===== src/design/emgwin_pkg.sv =====
package emgwin_pkg;

  localparam int DEF_WINDOW_LEN = 256;
  localparam int DEF_STRIDE_LEN = 32;

  localparam int SAMPLE_W = 16;
  localparam int MAG_W = 17;
  localparam int SQR_W = 31;
  localparam int THR_W = 15;
  localparam int FRAC_W = 8;
  localparam int OUT_W = 16;
  localparam int CFG_IDX_W = 2;
  localparam int CFG_DATA_W = 15;

  localparam int SQRT_STEPS = 16;
  localparam int ROOT_CW = $clog2(SQRT_STEPS);

  localparam logic [THR_W-1:0] THR_RESET = 15'd800;
  localparam logic [FRAC_W-1:0] FRAC_RESET = 8'd179;

  localparam logic [CFG_IDX_W-1:0] REG_CLOSE_THRESHOLD = 2'd0;
  localparam logic [CFG_IDX_W-1:0] REG_HYST_FRACTION = 2'd1;

  typedef enum logic [2:0] {
    ST_IDLE,
    ST_SQUARE,
    ST_OLD_SQUARE,
    ST_UPDATE,
    ST_ROOT_LOAD,
    ST_ROOT,
    ST_EMIT
  } state_t;

  typedef struct packed {
    logic capture;
    logic square;
    logic old_square;
    logic update;
    logic div_init;
    logic root_init;
    logic root_step;
    logic load_out;
  } cmd_t;

  // Width of the running sum of magnitudes over a window of the given length.
  function automatic int abs_width(input int window);
    abs_width = 15 + $clog2(window + 1);
  endfunction

  // Width of the running sum of squared magnitudes.
  function automatic int sq_width(input int window);
    sq_width = 30 + $clog2(window + 1);
  endfunction

  // Magnitude of a two's complement sample; the most negative code gives 32768.
  function automatic logic [MAG_W-1:0] magnitude(input logic [SAMPLE_W-1:0] bits);
    if (bits[SAMPLE_W-1]) begin
      magnitude = 17'h10000 - {1'b0, bits};
    end else begin
      magnitude = {1'b0, bits};
    end
  endfunction

endpackage


===== src/design/emgwin_ctrl.sv =====
module emgwin_ctrl #(
  parameter int WINDOW_LEN = emgwin_pkg::DEF_WINDOW_LEN,
  parameter int STRIDE_LEN = emgwin_pkg::DEF_STRIDE_LEN
) (
  input  logic              clk,
  input  logic              rst_n,
  input  logic              in_valid,
  output logic              in_stall,
  output logic              out_valid,
  input  logic              out_stall,
  output emgwin_pkg::cmd_t  cmd
);

  localparam int CNT_MAX = (WINDOW_LEN > STRIDE_LEN) ? WINDOW_LEN : STRIDE_LEN;
  localparam int CW = $clog2(CNT_MAX + 1);

  emgwin_pkg::state_t state_r, state_nxt;
  logic [CW-1:0] until_emit_r;
  logic [emgwin_pkg::ROOT_CW-1:0] root_cnt_r;
  logic out_valid_r;
  logic emit_due;
  logic slot_free;

  assign emit_due = !(until_emit_r > CW'(1));
  assign slot_free = !out_valid_r || !out_stall;

  always_comb begin
    state_nxt = state_r;
    unique case (state_r)
      emgwin_pkg::ST_IDLE: begin
        if (in_valid) begin
          state_nxt = emgwin_pkg::ST_SQUARE;
        end
      end
      emgwin_pkg::ST_SQUARE:     state_nxt = emgwin_pkg::ST_OLD_SQUARE;
      emgwin_pkg::ST_OLD_SQUARE: state_nxt = emgwin_pkg::ST_UPDATE;
      emgwin_pkg::ST_UPDATE: begin
        state_nxt = emit_due ? emgwin_pkg::ST_ROOT_LOAD : emgwin_pkg::ST_IDLE;
      end
      emgwin_pkg::ST_ROOT_LOAD:  state_nxt = emgwin_pkg::ST_ROOT;
      emgwin_pkg::ST_ROOT: begin
        if (root_cnt_r == '0) begin
          state_nxt = emgwin_pkg::ST_EMIT;
        end
      end
      emgwin_pkg::ST_EMIT: begin
        if (slot_free) begin
          state_nxt = emgwin_pkg::ST_IDLE;
        end
      end
      default: state_nxt = emgwin_pkg::ST_IDLE;
    endcase
  end

  always_comb begin
    cmd = '0;
    in_stall = 1'b1;
    unique case (state_r)
      emgwin_pkg::ST_IDLE: begin
        in_stall = 1'b0;
        cmd.capture = in_valid;
      end
      emgwin_pkg::ST_SQUARE:     cmd.square = 1'b1;
      emgwin_pkg::ST_OLD_SQUARE: cmd.old_square = 1'b1;
      emgwin_pkg::ST_UPDATE: begin
        cmd.update = 1'b1;
        cmd.div_init = emit_due;
      end
      emgwin_pkg::ST_ROOT_LOAD:  cmd.root_init = 1'b1;
      emgwin_pkg::ST_ROOT:       cmd.root_step = 1'b1;
      emgwin_pkg::ST_EMIT:       cmd.load_out = slot_free;
      default: cmd = '0;
    endcase
  end

  always_ff @(posedge clk) begin
    if (!rst_n) begin
      state_r <= emgwin_pkg::ST_IDLE;
      until_emit_r <= CW'(WINDOW_LEN);
      root_cnt_r <= '0;
      out_valid_r <= 1'b0;
    end else begin
      state_r <= state_nxt;
      if (cmd.update) begin
        until_emit_r <= emit_due ? CW'(STRIDE_LEN) : until_emit_r - CW'(1);
      end
      if (cmd.root_init) begin
        root_cnt_r <= emgwin_pkg::ROOT_CW'(emgwin_pkg::SQRT_STEPS - 1);
      end else if (cmd.root_step) begin
        root_cnt_r <= root_cnt_r - emgwin_pkg::ROOT_CW'(1);
      end
      if (cmd.load_out) begin
        out_valid_r <= 1'b1;
      end else if (!out_stall) begin
        out_valid_r <= 1'b0;
      end
    end
  end

  assign out_valid = out_valid_r;

endmodule


===== config.mk =====
export PLATFORM = sky130hd
export DESIGN_NAME = emgwin_ctrl
export DESIGN_NICKNAME = d
export VERILOG_FILES = /design/src/design/emgwin_pkg.sv /design/src/design/emgwin_ctrl.sv
export SDC_FILE = /design/constraint.sdc
export NUM_CORES = 1
export LEC_CHECK = 0
export BUFFER_PORTS_ARGS = -buffer_cell sky130_fd_sc_hd__buf_2
export CAP_MARGIN = 15
export CORE_AREA = 3 3 52 54
export CTS_CLUSTER_SIZE = 8
export DETAILED_ROUTE_END_ITERATION = 10
export DIE_AREA = 0 0 55 57
export SLEW_MARGIN = 20
export SYNTH_ARGS = -nofsm -noshare
export SYNTH_HDL_FRONTEND = slang
export SYNTH_SLANG_ARGS = --single-unit

===== constraint.sdc =====
create_clock -name clk -period 2.8 [get_ports clk]
set_input_delay 0.42 -clock clk [delete_from_list [all_inputs] [get_ports clk]]
set_output_delay 0.42 -clock clk [all_outputs]
set_load 0.02 [all_outputs]

==> run metrics <==
outcome finished clean; register area 340 sq um; antenna violations before repair 0; routability cong. 0.777; DRC viols 0; Final Skew 10.0 ps; crit end category output port; H-tree levels 1; Worst path slowest cell dfxtp_1; number of max-cap violations 0; Total GRT Usage 0.132; DRT Pass-1 Iters 4; Final Max Slew Viols 0; Layout Nets 136; post-synthesis cell area 911 sq um; Final min period 2030 ps; Detailed Route Iter0 Violations 19; later-pin clock latency in the skew report 290 ps; Setup Viol. Count Final 0; #FFs+latches synth 17; grt ovf 0; P_leak 0.448 nW; clock tree sinks 17; post-CTS setup buffers 0; Port Buf Inserts 13; CP max FO 9; Warnings, synthesis 0; # rows 17; crit path DAT 1610 ps; required time worst endpoint 2380 ps; Final Hold Fails 0; register area share after synthesis 0.374; Die H 57 um; setup TNS 0 ps; Vias/cell 4.88; hpwl dp 1380 um; core box area 0.00225 sq mm; Die Wd 55 um; Mapped Nets 123; Crit path largest cell delay 500 ps; Final Cycle Share 0.724; die area 0.00314 sq mm; Pwr Density 526 mW/mm^2; Startpoint Class register; Synth-to-Final Area Change 11.7%; Total Wirelength 1860 um; footprint of the multi-input gates 512 sq um; Ports 14; clk root buf clkbuf_4; clock tree from TritonCTS done; synth unique cells 35; largest net degree at the start of global routing 12; HP Start rst_n; share of cells above drive strength 1 0.164; Routed WL per cell 11.9 um; Ant. Diodes 0; Hold EP state_r[0]$_SDFFE_PN0P_; Hold Crit Depth 2; total CTS buffers 3; first-pass GRT wire length 3120 um; Post-Syn Area per Cell 7.85 sq um; crit path cell chain nand4bb_1 -> nor2_1 -> nand2_1 -> inv_1 -> buf_2; clk buf depth 2; Critical Setup Path Class register to output port; vias in the first global route 753; via count 762; cts hold-fix bufs 0; Resized Gates After CTS 0; Reg2Reg Setup Slack 1050 ps; Hold Path Class input pin to register; r2r endpoint until_emit_r[8]$_SDFFE_PN1P_; Filler cells 239; r2r startpoint state_r[0]$_SDFFE_PN0P_; Worst R2R Path Depth 3; VDD IR max 0.262 mV; Synth Instances 116; Initial Util 0.404; Hold WS 442 ps; Worst Max-Slew Pin Slew 449 ps; Max Freq 493 MHz; clock slew seen by the registers of the worst setup and hold paths 110 ps; relative slew slack 0.698; Post-DRT Antenna Nets 0; RSZ-0062 raised after global routing false
worst max-delay path, delay by kind of cell, from the launching register on:
family                 cells  cell delay (ps)
flip-flops                 1              500
AND/OR/NAND/NOR            3              600
buffers and inverters      2              210
sequential cells by signal, summed over array words and instances (netlist names):
register and flops:
out_valid 1, until_emit_r 9, root_cnt_r 4, state_r 3
cell usage after synthesis:
cell,instances,share of area
nand3_1,3,0.016
ha_1,3,0.041
mux2i_1,1,0.011
or4_4,1,0.012
a211oi_1,3,0.025
nand2b_1,1,0.0069
o21bai_1,1,0.0082
xnor2_1,4,0.038
buf_2,2,0.011
o32a_1,1,0.011
nor2b_1,4,0.027
nor4_1,2,0.014
nand3b_1,1,0.0082
and2_1,2,0.014
xor2_1,1,0.0096
clkbuf_1,3,0.012
inv_2,2,0.0082
nor2_1,14,0.058
o21a_1,2,0.016
or3_1,1,0.0069
or2_2,1,0.0069
o21ai_1,3,0.016
nand2_1,9,0.037
o21ai_0,2,0.011
a21oi_1,6,0.033
and3_1,4,0.027
a211o_1,2,0.019
inv_1,8,0.033
or2_1,1,0.0069
nor3_1,6,0.033
and3b_1,1,0.0096
nor3b_1,1,0.0082
dfxtp_1,17,0.37
a21boi_1,2,0.016
nand4bb_1,1,0.012
kinds of logic after synthesis:
family,synth area share
compound gates,0.157
buf+inv,0.0646
simple gates,0.305
fa+ha+maj,0.0412
flops,0.374
xor+xnor,0.0481
mux,0.0110
cells in the final DEF (no fill, tap or decap), types with 4 or more instances in the layout:
cell     Yosys  final
nand2_1      9      9
xnor2_1      4      4
buf_2        2     13
dfxtp_1     17     17
a21oi_1      6      6
nor3_1       6      6
nor2_1      14     14
nor2b_1      4      4
inv_1        8      8
and3_1       4      4
worst max path at each step:
stage / from / endpoint / slack, ps / cells past startpoint
2_1_floorplan: until_emit_r[4]$_SDFFE_PN0P_ / until_emit_r[8]$_SDFFE_PN1P_ / 1210 / 3
3_3_place_gp: state_r[2]$_SDFFE_PN0P_ / until_emit_r[8]$_SDFFE_PN1P_ / 1100 / 3
3_5_place_dp: state_r[2]$_SDFFE_PN0P_ / until_emit_r[8]$_SDFFE_PN1P_ / 1080 / 3
4_1_cts: state_r[2]$_SDFFE_PN0P_ / cmd[3] / 750 / 5
5_1_grt: state_r[2]$_SDFFE_PN0P_ / cmd[3] / 620 / 5
6_report: state_r[0]$_SDFFE_PN0P_ / cmd[3] / 770 / 5
metal layers:
metal | track usage | part of all wire
met4 | 0.0521 | 0.0091
met5 | 0 | 0
met2 | 0.203 | 0.44
met3 | 0.0235 | 0.024
met1 | 0.179 | 0.52
through the flow:
step | std cells | power [mW] | utilization | worst slack, ps | cell area [sq um]
after floorplan | 116 | 0.379 | - | 1210 | 911
after global placement | 152 | 0.405 | 0.439 | 1100 | 990
after detailed placement | 152 | 0.408 | 0.439 | 1080 | 990
after CTS | 156 | 0.545 | 0.451 | 751 | 1020
after global routing | 156 | 0.568 | 0.451 | 617 | 1020
final | 156 | 0.535 | 0.451 | 773 | 1020
report_power, final:
| group | internal (mW) | total, mW | leakage [nW] | switching [mW] |
|---|---|---|---|---|
| clock network | 0.0531 | 0.133 | 0.0177 | 0.0796 |
| logic | 0.0523 | 0.119 | 0.292 | 0.0671 |
| registers | 0.259 | 0.283 | 0.138 | 0.0234 |
| total | 0.365 | 0.535 | 0.448 | 0.170 |
final cells by class:
type                            instances  share of cell area
Tap cell                               28              0.0344
Multi-Input combinational cell         84               0.503
Timing Repair Buffer                   13              0.0640
Clock inverter                          1             0.00492
Clock buffer                            3              0.0221
Inverter                               10              0.0369
Sequential cell                        17               0.335
(Power assumes the default switching activity.)
